==> src/sttsg_pkg.sv <==
// Package for the trapezoid step generator: mode codes, register indexes,
// controller command and status structs. No dependencies.
`default_nettype none
package sttsg_pkg;
  localparam logic [2:0] MODE_TICK = 3'd0;
  localparam logic [2:0] MODE_MOVE = 3'd1;
  localparam logic [2:0] MODE_HOME = 3'd2;
  localparam logic [2:0] MODE_STOP = 3'd3;
  localparam logic [2:0] MODE_SETPOS = 3'd4;

  localparam logic [1:0] REG_SPR = 2'd0;
  localparam logic [1:0] REG_CRUISE = 2'd1;
  localparam logic [1:0] REG_START = 2'd2;
  localparam logic [1:0] REG_ACCEL = 2'd3;

  localparam logic [31:0] HALF_NUM = 32'd30000000;
  localparam logic [31:0] ALL_ONES = 32'hFFFFFFFF;

  // datapath operation selected by the controller
  typedef enum logic [3:0] {
    OP_LOAD      = 4'd0,   // latch input item
    OP_DIV_CH    = 4'd1,   // start divide for cruise half (move/home rpm)
    OP_DIV_SH    = 4'd2,   // start divide for start half
    OP_TICK      = 4'd3,   // apply tick step
    OP_PHASE     = 4'd4,   // work out ramp phase from the stepped count
    OP_MUL       = 4'd5,   // ramp numerator multiply
    OP_RAMP      = 4'd6,   // start ramp divide
    OP_RAMP_DONE = 4'd7,   // take ramp quotient
    OP_MOVE      = 4'd8,   // commit move
    OP_HOME      = 4'd9,   // commit homing
    OP_SIMPLE    = 4'd10,  // stop / set position / unused
    OP_OUT       = 4'd11,  // build result
    OP_NONE      = 4'd12
  } op_t;

  typedef struct packed {
    op_t  op;
    logic div_start;
  } cmd_t;

  typedef struct packed {
    logic div_busy;
    logic [2:0] mode;
    logic tick_needs_ramp;
  } stat_t;
endpackage
`default_nettype wire

==> src/sttsg_div.sv <==
// Radix-2 restoring divider, one quotient bit per cycle, shared by the
// half-period and ramp divides. Depends on sttsg_pkg.
`default_nettype none
module sttsg_div
  import sttsg_pkg::*;
(
  input  wire         clk,
  input  wire         rst,
  input  wire         start,
  input  wire  [31:0] dividend,
  input  wire  [31:0] divisor,
  output logic        busy,
  output logic [31:0] quotient
);
  logic [31:0] dvd, dvs;
  logic [31:0] rem;
  logic [5:0]  cnt;
  logic [32:0] shifted;
  logic [33:0] trial;

  assign shifted = {rem, dvd[31]};
  assign trial = {1'b0, shifted} - {2'b00, dvs};

  always_ff @(posedge clk) begin
    if (rst) begin
      busy <= 1'b0;
      cnt  <= '0;
    end else if (start) begin
      busy <= 1'b1;
      cnt  <= 6'd32;
      dvd  <= dividend;
      dvs  <= divisor;
      rem  <= '0;
      quotient <= '0;
    end else if (busy) begin
      if (trial[33]) begin
        rem <= shifted[31:0];
        quotient <= {quotient[30:0], 1'b0};
      end else begin
        rem <= trial[31:0];
        quotient <= {quotient[30:0], 1'b1};
      end
      dvd <= {dvd[30:0], 1'b0};
      cnt <= cnt - 6'd1;
      if (cnt == 6'd1) busy <= 1'b0;
    end
  end
endmodule
`default_nettype wire

==> src/sttsg_ctrl.sv <==
// Controller state machine of the step generator: sequences load, divides
// and commit per item. Depends on sttsg_pkg.
`default_nettype none
module sttsg_ctrl
  import sttsg_pkg::*;
(
  input  wire   clk,
  input  wire   rst,
  input  wire   in_fire,
  input  wire   out_busy,
  input  stat_t st,
  output cmd_t  cmd,
  output logic  idle
);
  typedef enum logic [8:0] {
    S_IDLE   = 9'b000000001,
    S_DECODE = 9'b000000010,
    S_WCH    = 9'b000000100,
    S_WSH    = 9'b000001000,
    S_PHASE  = 9'b000010000,
    S_CHECK  = 9'b000100000,
    S_DIVR   = 9'b001000000,
    S_WRAMP  = 9'b010000000,
    S_OUT    = 9'b100000000
  } state_t;
  state_t state, state_next;

  assign idle = (state == S_IDLE);

  always_comb begin
    state_next = state;
    cmd.op = OP_NONE;
    cmd.div_start = 1'b0;
    unique case (state)
      S_IDLE: if (in_fire) begin
        cmd.op = OP_LOAD;
        state_next = S_DECODE;
      end
      S_DECODE: begin
        if (st.mode == MODE_MOVE || st.mode == MODE_HOME) begin
          cmd.op = OP_DIV_CH;
          cmd.div_start = 1'b1;
          state_next = S_WCH;
        end else if (st.mode == MODE_TICK) begin
          cmd.op = OP_TICK;
          state_next = S_PHASE;
        end else begin
          cmd.op = OP_SIMPLE;
          state_next = S_OUT;
        end
      end
      S_WCH: if (!st.div_busy) begin
        if (st.mode == MODE_MOVE) begin
          cmd.op = OP_DIV_SH;
          cmd.div_start = 1'b1;
          state_next = S_WSH;
        end else begin
          cmd.op = OP_HOME;
          state_next = S_OUT;
        end
      end
      S_WSH: if (!st.div_busy) begin
        cmd.op = OP_MOVE;
        state_next = S_OUT;
      end
      S_PHASE: begin
        cmd.op = OP_PHASE;
        state_next = S_CHECK;
      end
      S_CHECK: begin
        // multiply only when the tick lands inside a ramp
        if (st.tick_needs_ramp) begin
          cmd.op = OP_MUL;
          state_next = S_DIVR;
        end else state_next = S_OUT;
      end
      S_DIVR: begin
        cmd.op = OP_RAMP;
        cmd.div_start = 1'b1;
        state_next = S_WRAMP;
      end
      S_WRAMP: if (!st.div_busy) begin
        cmd.op = OP_RAMP_DONE;
        state_next = S_OUT;
      end
      S_OUT: if (!out_busy) begin
        cmd.op = OP_OUT;
        state_next = S_IDLE;
      end
      default: state_next = S_IDLE;
    endcase
  end

  always_ff @(posedge clk) begin
    if (rst) state <= S_IDLE;
    else state <= state_next;
  end
endmodule
`default_nettype wire

==> src/sttsg_dp.sv <==
// Datapath of the step generator: motion state, configuration registers,
// shared divider and ramp multiplier. Depends on sttsg_pkg, sttsg_div.
`default_nettype none
module sttsg_dp
  import sttsg_pkg::*;
(
  input  wire         clk,
  input  wire         rst,
  input  cmd_t        cmd,
  output stat_t       st,
  input  wire         cfg_fire,
  input  wire  [1:0]  cfg_idx,
  input  wire  [31:0] cfg_data,
  input  wire  [2:0]  in_mode,
  input  wire  [31:0] in_target,
  input  wire  [15:0] in_rpm,
  input  wire         in_fwd,
  output logic [71:0] res
);
  logic [15:0] spr, cruise_rpm, base_rpm;
  logic [31:0] accel;
  logic [2:0]  mode;
  logic [31:0] target;
  logic [15:0] rpm;
  logic        fwd_in;
  logic [31:0] pos, done, total, chalf, shalf, ramp, ahalf;
  logic        fwd, homing, moving, enable, armed;
  logic        pulse, at_tgt, rej;
  logic [31:0] ch_res, prod, r_reg, diff, phase_r;
  logic        ch_ones, ramp_need, arm_pend;
  // divider
  logic [31:0] div_a, div_b, div_q, div_half;
  logic        div_busy;
  logic [31:0] div_prod;
  logic [15:0] div_rpm;
  logic        div_ones_now;
  // tick path values
  logic [31:0] done_inc, half_tot, r_n, left_n, phase_n;
  logic [31:0] delta, mag;

  sttsg_div u_div (.clk(clk), .rst(rst), .start(cmd.div_start), .dividend(div_a),
                   .divisor(div_b), .busy(div_busy), .quotient(div_q));

  assign div_rpm = (cmd.op == OP_DIV_SH) ? base_rpm :
                   (mode == MODE_MOVE && rpm == 16'd0) ? cruise_rpm : rpm;
  assign div_prod = {16'd0, div_rpm} * {16'd0, spr};
  always_comb begin
    div_a = HALF_NUM;
    div_b = div_prod;
    if (cmd.op == OP_RAMP) begin
      div_a = prod;
      div_b = r_reg;
    end
  end
  assign div_ones_now = (div_rpm == 16'd0) || (div_prod == 32'd0);
  assign div_half = ch_ones ? ALL_ONES : div_q;

  assign done_inc = done + 32'd1;
  assign half_tot = {1'b0, total[31:1]};
  assign r_n = (ramp < half_tot) ? ramp : half_tot;
  assign left_n = total - done;
  assign phase_n = (done < r_n) ? done : (left_n < r_n) ? left_n : r_n;

  assign delta = target - pos;
  assign mag = delta[31] ? (32'd0 - delta) : delta;

  assign st.div_busy = div_busy;
  assign st.mode = mode;
  assign st.tick_needs_ramp = ramp_need;

  always_ff @(posedge clk) begin
    if (rst) begin
      spr <= 16'd200; cruise_rpm <= 16'd300; base_rpm <= 16'd60; accel <= 32'd400;
      pos <= '0; done <= '0; total <= '0; chalf <= '0; shalf <= '0; ramp <= '0;
      ahalf <= '0; fwd <= 1'b0; homing <= 1'b0; moving <= 1'b0; enable <= 1'b0;
      armed <= 1'b0; ramp_need <= 1'b0; ch_ones <= 1'b0; arm_pend <= 1'b0;
    end else begin
      if (cfg_fire) begin
        unique case (cfg_idx)
          REG_SPR:    spr <= cfg_data[15:0];
          REG_CRUISE: cruise_rpm <= cfg_data[15:0];
          REG_START:  base_rpm <= cfg_data[15:0];
          REG_ACCEL:  accel <= cfg_data;
          default: ;
        endcase
      end
      case (cmd.op)
        OP_LOAD: begin
          mode <= in_mode; target <= in_target; rpm <= in_rpm; fwd_in <= in_fwd;
          pulse <= 1'b0; at_tgt <= 1'b0; rej <= 1'b0; ramp_need <= 1'b0;
          arm_pend <= 1'b0;
        end
        OP_DIV_CH: ch_ones <= div_ones_now;
        OP_DIV_SH: begin
          ch_res <= div_half;
          ch_ones <= div_ones_now;
        end
        OP_HOME: begin
          fwd <= fwd_in; homing <= 1'b1; total <= ALL_ONES; done <= '0;
          chalf <= div_half;
          shalf <= div_half;
          ramp <= '0; enable <= 1'b1; moving <= 1'b1; armed <= 1'b1;
          ahalf <= div_half;
        end
        OP_MOVE: begin
          if (delta == 32'd0) at_tgt <= !moving;
          else if (moving) begin
            if (!delta[31] != fwd) rej <= 1'b1;
            else begin
              chalf <= ch_res; total <= mag;
            end
          end else begin
            total <= mag; fwd <= !delta[31]; homing <= 1'b0; done <= '0;
            chalf <= ch_res;
            shalf <= div_half;
            ramp <= accel; enable <= 1'b1; moving <= 1'b1; armed <= 1'b1;
            ahalf <= div_half;
          end
        end
        OP_TICK: if (moving) begin
          pulse <= 1'b1;
          pos <= fwd ? pos + 32'd1 : pos - 32'd1;
          done <= done_inc;
          if (!homing && done_inc >= total) begin
            moving <= 1'b0; armed <= 1'b0;
          end else arm_pend <= 1'b1;
        end
        OP_PHASE: if (arm_pend) begin
          if (homing || ramp == 32'd0 || phase_n >= r_n || shalf <= chalf) begin
            ahalf <= chalf;
          end else begin
            diff <= shalf - chalf;
            phase_r <= phase_n;
            r_reg <= r_n;
            ramp_need <= 1'b1;
          end
        end
        OP_MUL: prod <= diff * phase_r;
        OP_RAMP_DONE: ahalf <= shalf - div_q;
        OP_SIMPLE: begin
          if (mode == MODE_STOP) begin
            moving <= 1'b0; homing <= 1'b0; armed <= 1'b0;
          end else if (mode == MODE_SETPOS) pos <= target;
        end
        default: ;
      endcase
    end
  end

  // pack: step_pulse, direction, position, moving, homing, alarm_armed,
  // half_period_us, driver_enable, at_target, rejected
  assign res = {rej, at_tgt, enable, (armed ? ahalf : 32'd0), armed, homing, moving,
                pos, fwd, pulse};
endmodule
`default_nettype wire

==> src/stepper_trapezoid_step_generator.sv <==
// Stepper step generator with a trapezoidal ramp in the period domain.
// Channels: s_axis (tuser = mode, tdata = target/rpm/home_forward), cfg
// write channel (cfg_index, cfg_data), m_axis (tdata = status result).
// Each s_axis transaction gives exactly one result. Stop, set position and
// unused modes go from load straight to the result; a tick that needs no
// ramp divide steps, works out its ramp phase and checks it; a tick
// inside a ramp adds a multiply and then a ramp divide; homing adds one
// rpm-to-half-period divide and a move two such divides. All divides use
// the shared iterative divider, one quotient bit per cycle.
// One item is in work at a time; s_axis_tready and cfg_ready are high only
// while the controller is idle, and it is idle again from the cycle in which
// the result is first presented. The result sits in an output register: while
// the receiver stalls m_axis_tready, the register holds and the next item
// is finished up to the point of writing its result.
// Reset (rst, synchronous) restores the register defaults
// (200, 300, 60, 400) and clears all motion state.
`default_nettype none
module stepper_trapezoid_step_generator
  import sttsg_pkg::*;
(
  input  wire         clk,
  input  wire         rst,
  input  wire         s_axis_tvalid,
  output logic        s_axis_tready,
  // tdata: target_steps[31:0], rpm[47:32], home_forward[48], zeros
  input  wire  [55:0] s_axis_tdata,
  // tuser: mode[2:0]
  input  wire  [2:0]  s_axis_tuser,
  output logic        m_axis_tvalid,
  input  wire         m_axis_tready,
  // tdata: step_pulse[0], direction[1], position[33:2], moving[34],
  // homing[35], alarm_armed[36], half_period_us[68:37], driver_enable[69],
  // at_target[70], rejected[71]
  output logic [71:0] m_axis_tdata,
  input  wire         cfg_valid,
  output logic        cfg_ready,
  input  wire  [1:0]  cfg_index,
  input  wire  [31:0] cfg_data
);
  cmd_t  cmd;
  stat_t st;
  logic  idle;
  logic [71:0] res;

  assign s_axis_tready = idle;
  assign cfg_ready = idle;

  sttsg_ctrl u_ctrl (.clk(clk), .rst(rst), .in_fire(s_axis_tvalid && s_axis_tready),
                     .out_busy(m_axis_tvalid && !m_axis_tready), .st(st), .cmd(cmd),
                     .idle(idle));

  sttsg_dp u_dp (.clk(clk), .rst(rst), .cmd(cmd), .st(st),
                 .cfg_fire(cfg_valid && cfg_ready), .cfg_idx(cfg_index), .cfg_data(cfg_data),
                 .in_mode(s_axis_tuser), .in_target(s_axis_tdata[31:0]),
                 .in_rpm(s_axis_tdata[47:32]), .in_fwd(s_axis_tdata[48]), .res(res));

  always_ff @(posedge clk) begin
    if (rst) m_axis_tvalid <= 1'b0;
    else if (cmd.op == OP_OUT) begin
      m_axis_tvalid <= 1'b1;
      m_axis_tdata <= res;
    end else if (m_axis_tready) m_axis_tvalid <= 1'b0;
  end
endmodule
`default_nettype wire

==> config.mk <==
export PLATFORM = sky130hd
export DESIGN_NAME = stepper_trapezoid_step_generator
export DESIGN_NICKNAME = d
export VERILOG_FILES = /design/src/sttsg_pkg.sv /design/src/sttsg_div.sv /design/src/sttsg_ctrl.sv /design/src/sttsg_dp.sv /design/src/stepper_trapezoid_step_generator.sv
export SDC_FILE = /design/constraint.sdc
export NUM_CORES = 2
export LEC_CHECK = 0
export BUFFER_PORTS_ARGS = -buffer_cell sky130_fd_sc_hd__buf_2
export CORE_MARGIN = 2
export CORE_UTILIZATION = 50
export CTS_CLUSTER_DIAMETER = 200
export DETAILED_ROUTE_END_ITERATION = 8
export GPL_TIMING_DRIVEN = 0
export PLACE_DENSITY = 0.63
export SETUP_SLACK_MARGIN = 0.05
export SYNTH_ARGS = -nofsm -noshare
export SYNTH_HDL_FRONTEND = slang
export SYNTH_SLANG_ARGS = --single-unit
==> constraint.sdc <==
create_clock -name clk -period 42.1 [get_ports clk]
set_clock_uncertainty 0.15 [all_clocks]
set_input_delay 4.21 -clock clk [delete_from_list [all_inputs] [get_ports clk]]
set_output_delay 4.21 -clock clk [all_outputs]
set_load 0.05 [all_outputs]
---- After elaboration in Yosys (flattened, before gate mapping) ----
Cells that the tools add are included.
word-level totals
  logic and storage cells ................. 272
  output and inout port bits .............. 75
  bits in registers ....................... 744
  input port bits ......................... 98
operators by class
  magnitude comparators ................... 6
  add/subtract/negate cells ............... 10
  $mul .................................... 2
  reduce and logical (&&, ||, !) cells .... 61
  mux-type cells .......................... 101
  eq/ne operators ......................... 48
  bitwise operators ....................... 2
operator list
  operator               number
  $mux 32                31
  $pmux 32 s2            5
  $pmux 32 s4            1
  $sub 32x32->32         4
  $logic_not 32->1       3
  $pmux 32 s3            1
  $mux 9                 8
  $pmux 9 s8             1
  $add 32x1->32 const B  2
  $ge 32x32->1           2
  $lt 32x32->1           2
  $pmux 4 s9             1
  $sub 33x32->34         1
  $le 32x32->1           1
  $logic_not 16->1       2
  $lt 32x31->1           1
  $mul 16x16->32         1
  $mul 32x32->32         1
  $mux 16                2
  $sub 1x32->32 const A  1
  $sub 32x1->32 const B  1
  $mux 1                 29
  $mux 4                 6
  $reduce_and 3->1       7
  other kinds (45)       116

---- Longest topological paths before layout ----
  word-level depth ........................ 11
  mapped depth ............................ 40
  depth with buffers taken out ............ 37

---- Hierarchy ----
From an unflattened synthesis, not the netlist that was laid out.
second synthesis, totals
  cell total of the unflattened synthesis .. 7,666
  area total of the unflattened synthesis .. 68,847.3 um2
modules (own cells, without submodules)
  module                            area an instance (um2)  cells an instance  times used
  sttsg_dp                          58,523.6                6,843              1
  sttsg_div                         7,355.8                 647                1
  stepper_trapezoid_step_generator  2,229.6                 81                 1
  sttsg_ctrl                        738.2                   95                 1

---- Worst setup path before layout ----
No wires, ideal clock.
  path type ............................... register to register
  start point ............................. register u_dp.done[2]
  end point ............................... register u_dp.diff[0], enable pin
  data required time ...................... 41,262 ps
  setup time .............................. 688 ps
  clock period less this slack ............ 14,774 ps
  path slack .............................. 27,326 ps
  cell stages (with the launch flop) ...... 36
  data arrival time ....................... 13,936 ps
  cell sequence ........................... dfxtp_1 > clkbuf_1 > inv_1 > ha_1 > o21a_1 > o31a_1 > o41ai_1 > nand2_1 > a211o_1 > a2111oi_0 > or4_1 > nand3b_1 > a21oi_1 > xnor2_1 > ha_1 > nand4_1 > nor3_1 > a2111oi_0 > o21ai_0 > o221ai_1 > o211ai_1 > a21oi_1 > clkbuf_1 > buf_1 > mux2i_1 > a21oi_1 > ha_1 > a21o_1 > a21o_1 > a21o_1 > a21o_1 > a2111oi_0 > o21ai_0 > a21boi_0 > o211ai_1 > nor3b_1
on the way
  cells in the longest elaborated chain, start to end .. 9
  elaborated cells between the ends (all ways) .. 10
  classes of those cells .................. add/sub: 1; order compare: 3; mux: 2; bitwise: 1; reduce/logical: 3
ends and longest elaborated chain
  what                                 RTL line         text
  start: declaration                   sttsg_dp.sv:26   logic [31:0] pos, done, total, chalf, shalf, ramp, ahalf;
  start signal: assignment             sttsg_dp.sv:123  done <= done_inc;
  $sub 32x32->32                       sttsg_dp.sv:61   assign left_n = total - done;
  $lt 32x32->1                         sttsg_dp.sv:62   assign phase_n = (done < r_n) ? done : (left_n < r_n) ? left_n : r_n;
  $mux 32                              sttsg_dp.sv:62
  $mux 32 *                            sttsg_dp.sv:62
  named net u_dp.phase_n[1]            sttsg_dp.sv:38   logic [31:0] done_inc, half_tot, r_n, left_n, phase_n;
  $ge 32x32->1 *                       sttsg_dp.sv:129  if (homing || ramp == 32'd0 || phase_n >= r_n || shalf <= chalf) begin
  $logic_or 1x1->1 * (2 in series)     sttsg_dp.sv:129
  $not 1->1 (no source line) *         -
  $reduce_and 4->1 (no source line) *  -
  end signal: assignment               sttsg_dp.sv:132  diff <= shalf - chalf;
  end: declaration                     sttsg_dp.sv:29   logic [31:0] ch_res, prod, r_reg, diff, phase_r;
Mark *: on every way through the listed nets, which the timed path passes. The rest lies on a longest branch.
A chain may end at the register's enable or synchronous reset.

---- Final worst setup path ----
  start point ............................. register u_dp.total[26]
  end point ............................... register u_dp.r_reg[15], enable pin
on the way
  cells in the longest elaborated chain, start to end .. 10
  elaborated cells between the ends (all ways) .. 12
  classes of those cells .................. add/sub: 1; order compare: 4; mux: 3; bitwise: 1; reduce/logical: 3
ends and longest elaborated chain
  what                                 RTL line         text
  start: declaration                   sttsg_dp.sv:26
  start signal: assignment             sttsg_dp.sv:110  chalf <= ch_res; total <= mag;
  $lt 32x31->1                         sttsg_dp.sv:60   assign r_n = (ramp < half_tot) ? ramp : half_tot;
  $mux 32 *                            sttsg_dp.sv:60
  named net u_dp.r_n[25]               sttsg_dp.sv:38
  $lt 32x32->1                         sttsg_dp.sv:62
  $mux 32                              sttsg_dp.sv:62
  $mux 32 *                            sttsg_dp.sv:62
  named net u_dp.phase_n[1]            sttsg_dp.sv:38
  $ge 32x32->1 *                       sttsg_dp.sv:129
  $logic_or 1x1->1 * (2 in series)     sttsg_dp.sv:129
  $not 1->1 (no source line) *         -
  $reduce_and 4->1 (no source line) *  -
  end signal: assignment               sttsg_dp.sv:134  r_reg <= r_n;
  end: declaration                     sttsg_dp.sv:29
Marks and branches as above.

==> summary.md <==
| Metric | Value |
|---|---|
| Filler cell count in the final layout | `12500` |
| Tmin final | `12.52 ns` |
| Area Overhead vs Synth | `9.38%` |
| Largest net degree at the start of global routing | `33` |
| Sequential area share after synthesis | `27.9%` |
| Critical Path RT | `42.32 ns` |
| PD cells | `49.0 nW/um2` |
| Adder-cell share of the synthesized area | `28.4%` |
| Final nets | `9136` |
| Crit path DAT | `12.74 ns` |
| P_leak | `32.9 nW` |
| Status | `finished, violations left` |
| Initial antenna violation count | `12` |
| Slowest CP cell | `nor3b_2` |
| Worst Path Max Fanout | `13` |
| Hold Vio Cnt, Final | `0` |
| Synth warn | `0` |
| Worst Tran Pin Value | `1.65 ns` |
| F_max | `0.0799 GHz` |
| Setup-failing EPs final | `0` |
| Worst-path clk slew | `0.07 ns` |
| Initial Util | `50.3%` |
| Vias in the first global route | `56200` |
| Complex-gate fraction of the synthesized area | `15.3%` |
| TritonCTS sink count | `744` |
| Failing checks | `max-capacitance violations, max-slew violations` |
| Setup TNS | `0 ns` |
| Startpoint Class | `flop` |
| Post-cts resize count | `0` |
| Post-Synthesis Cells | `7567` |
| Routed Antenna Nets | `0` |
| Gr ovfl total | `0` |
| RSZ-0062 raised after global routing | `false` |
| Multi-input logic area | `43700 um2` |
| Final wirelength | `219 mm` |
| Slew headroom | `-9.84%` |
| Synthesized area | `68200 um2` |
| Distinct cells, synth | `96` |
| H-tree levels | `3` |
| Reg area | `19000 um2` |
| Min Hold Slack | `0.305 ns` |
| CTS tree | `done` |
| Initial DRC count | `5097` |
| Number of port buffers | `165` |
| CP Capture Type | `flop` |
| Die area | `139000 um2` |
| Fraction of registers with async set/reset | `0%` |
| Post-synthesis register bit count | `744` |
| Total GRT Usage | `31.3%` |
| Clock Latency Late Sink | `0.71 ns` |
| Hold-fix buffer count after cts | `0` |
| Core area | `135000 um2` |
| Max Cap Violations | `1` |
| Cts bufs inserted | `84` |
| Post-synthesis mux area share | `0.853%` |
| Worst Hold Class | `flop to flop` |
| Reg with most FFs | `m_axis_tdata` |
| TritonRoute pass-1 iters | `6` |
| CP peak stage delay | `0.86 ns` |
| Synth Area in Simple Gates | `15.2%` |
| Dpl hpwl | `176 mm` |
| DRC viols | `0` |
| WL/cell | `22.6 um` |
| GPL Wtd Cong | `0.968` |
| I/O pin total | `173` |
| Row count | `135` |
| Largest family of logic cells by synthesized area | `adder cells` |
| Syn Area/Cell | `9.01 um2` |
| WP buf/inv | `12` |
| Critical path class | `flop to flop` |
| Final period utilization | `29.7%` |
| Setup Fix Bufs, Post-CTS | `0` |
| Routed vias/inst | `5.84` |
| Number of flip-flops in the largest register | `72` |
| First-pass GRT wire length | `336 mm` |
| Die H | `373 um` |
| Clk root buf | `clkbuf_16` |
| Layout cells sized above 1 | `5.79%` |
| Post-Synth XOR/XNOR Area | `4.25%` |
| Clock Path Buffers | `3` |
| Hold depth | `2` |
| R2R Setup Slk | `29.58 ns` |
| Peak VDD IR | `48.2 uV` |
| Fin. max-slew vios | `11` |
| DIE WIDTH | `373 um` |
| Synth Flop Type | `edfxtp_1` |
| Reg2reg path depth | `39` |
| Critical path depth | `39` |
| Post-synth EDFFs | `415` |
| Vias | `56700` |
| CP top delay family | `compound AO/OA/AOI/OAI gates` |
[area by class of cell]
cell class | count | area share (%)
Tap cell | 1781 | 2.99
Inverter | 1072 | 5.39
Multi-Input combinational cell | 5376 | 58.6
Timing Repair Buffer | 201 | 1.65
Buffer | 377 | 1.99
Clock inverter | 58 | 0.793
Sequential cell | 744 | 25.5
Clock buffer | 100 | 3.02
Antenna cell | 9 | 0.0302
[logic make-up after synthesis]
kind of cell / Yosys count
AOI/OAI and AO/OA: 1555
DFF: 744
buffers and inverters: 1449
adders and majority gates: 1182
xor gates and xnor gates: 330
other: 2
and+or+nand+nor: 2248
muxes: 57
[tightest hold or removal path: cells and delay by family (launching register included)]
| kind | cells | cell delay (ns) |
|---|---|---|
| compound gates | 1 | 0.05 |
| flops | 1 | 0.31 |
| simple gates | 1 | 0.05 |
[where the power goes]
| group | switching (mW) | internal [mW] | leakage [nW] | total, mW |
|---|---|---|---|---|
| Combinational | 1.23 | 0.741 | 25.2 | 1.97 |
| Clock | 0.333 | 0.431 | 1.37 | 0.764 |
| Sequential | 0.0504 | 0.869 | 6.36 | 0.919 |
[per-stage QoR]
stage	instance area (um2)	utilization, %	instances	power (mW)	worst slack [ns]
final	74600	55.1	9718	3.66	29.58
after global routing	74600	55.1	9711	3.90	29.14
after CTS	74600	55.0	9709	3.63	29.96
after detailed placement	71700	52.9	9551	2.86	30.09
after global placement	71300	52.6	9515	2.83	21.87
after floorplan	68200	-	7569	2.29	27.33
[synth_stat cells (11+ instances only)]
cell type | n | area (um2)
a2111oi_0 | 13 | 114
a211o_1 | 11 | 96.3
a211oi_1 | 142 | 1070
a21o_1 | 153 | 1150
a21oi_1 | 496 | 2480
a221oi_1 | 40 | 350
a22o_1 | 54 | 473
a311oi_1 | 68 | 596
a31o_2 | 15 | 131
a31oi_1 | 39 | 244
a41oi_1 | 16 | 140
and2_1 | 272 | 1700
and3_1 | 37 | 231
buf_1 | 28 | 105
buf_2 | 28 | 140
clkbuf_1 | 316 | 1190
dfxtp_1 | 329 | 6590
edfxtp_1 | 415 | 12500
fa_1 | 608 | 12200
ha_1 | 574 | 7180
inv_1 | 1071 | 4020
mux2i_1 | 48 | 480
nand2_1 | 941 | 3530
nand2b_1 | 45 | 282
nand3_1 | 99 | 495
nand4_1 | 61 | 382
nor2_1 | 485 | 1820
nor2b_1 | 35 | 219
nor3_1 | 101 | 505
nor4_1 | 59 | 369
o2111ai_1 | 16 | 140
o211ai_1 | 24 | 180
o21a_1 | 46 | 345
o21ai_0 | 187 | 936
o21bai_1 | 38 | 285
o22a_1 | 11 | 96.3
o22ai_1 | 12 | 75.1
o31ai_1 | 74 | 556
or2_2 | 20 | 125
or3_1 | 31 | 194
or4_1 | 12 | 90.1
xnor2_1 | 248 | 2170
xor2_1 | 81 | 709
[layout by cell type (no fill, tap or decap), types with 153 or more instances in the layout]
cell and count:
inv_1 1071, a21o_1 153, a21oi_1 496, nand2_1 941, ha_1 574, fa_1 608
and2_1 272, edfxtp_1 415, buf_2 193, clkbuf_1 322, xnor2_1 248, nor2_1 482
dfxtp_1 329, o21ai_0 187
[worst paths after layout]
| kind | start | endpoint |
|---|---|---|
| worst min-delay path | u_dp.base_rpm[9] | u_dp.base_rpm[9] |
| worst max-delay path | u_dp.total[26] | u_dp.r_reg[15] |
| worst min register to register | u_dp.base_rpm[9] | u_dp.base_rpm[9] |
| worst max register to register | u_dp.total[26] | u_dp.r_reg[15] |
[per-layer routing]
metal	vias up	GRT usage, %	wire length (um)
li1	26200	-	-
met5	-	0	46
met3	446	5.02	16300
met1	27900	41.8	92400
met4	6	11.9	9390
met2	2151	51.3	101000
Note: power is estimated with default switching activity, not from simulation.
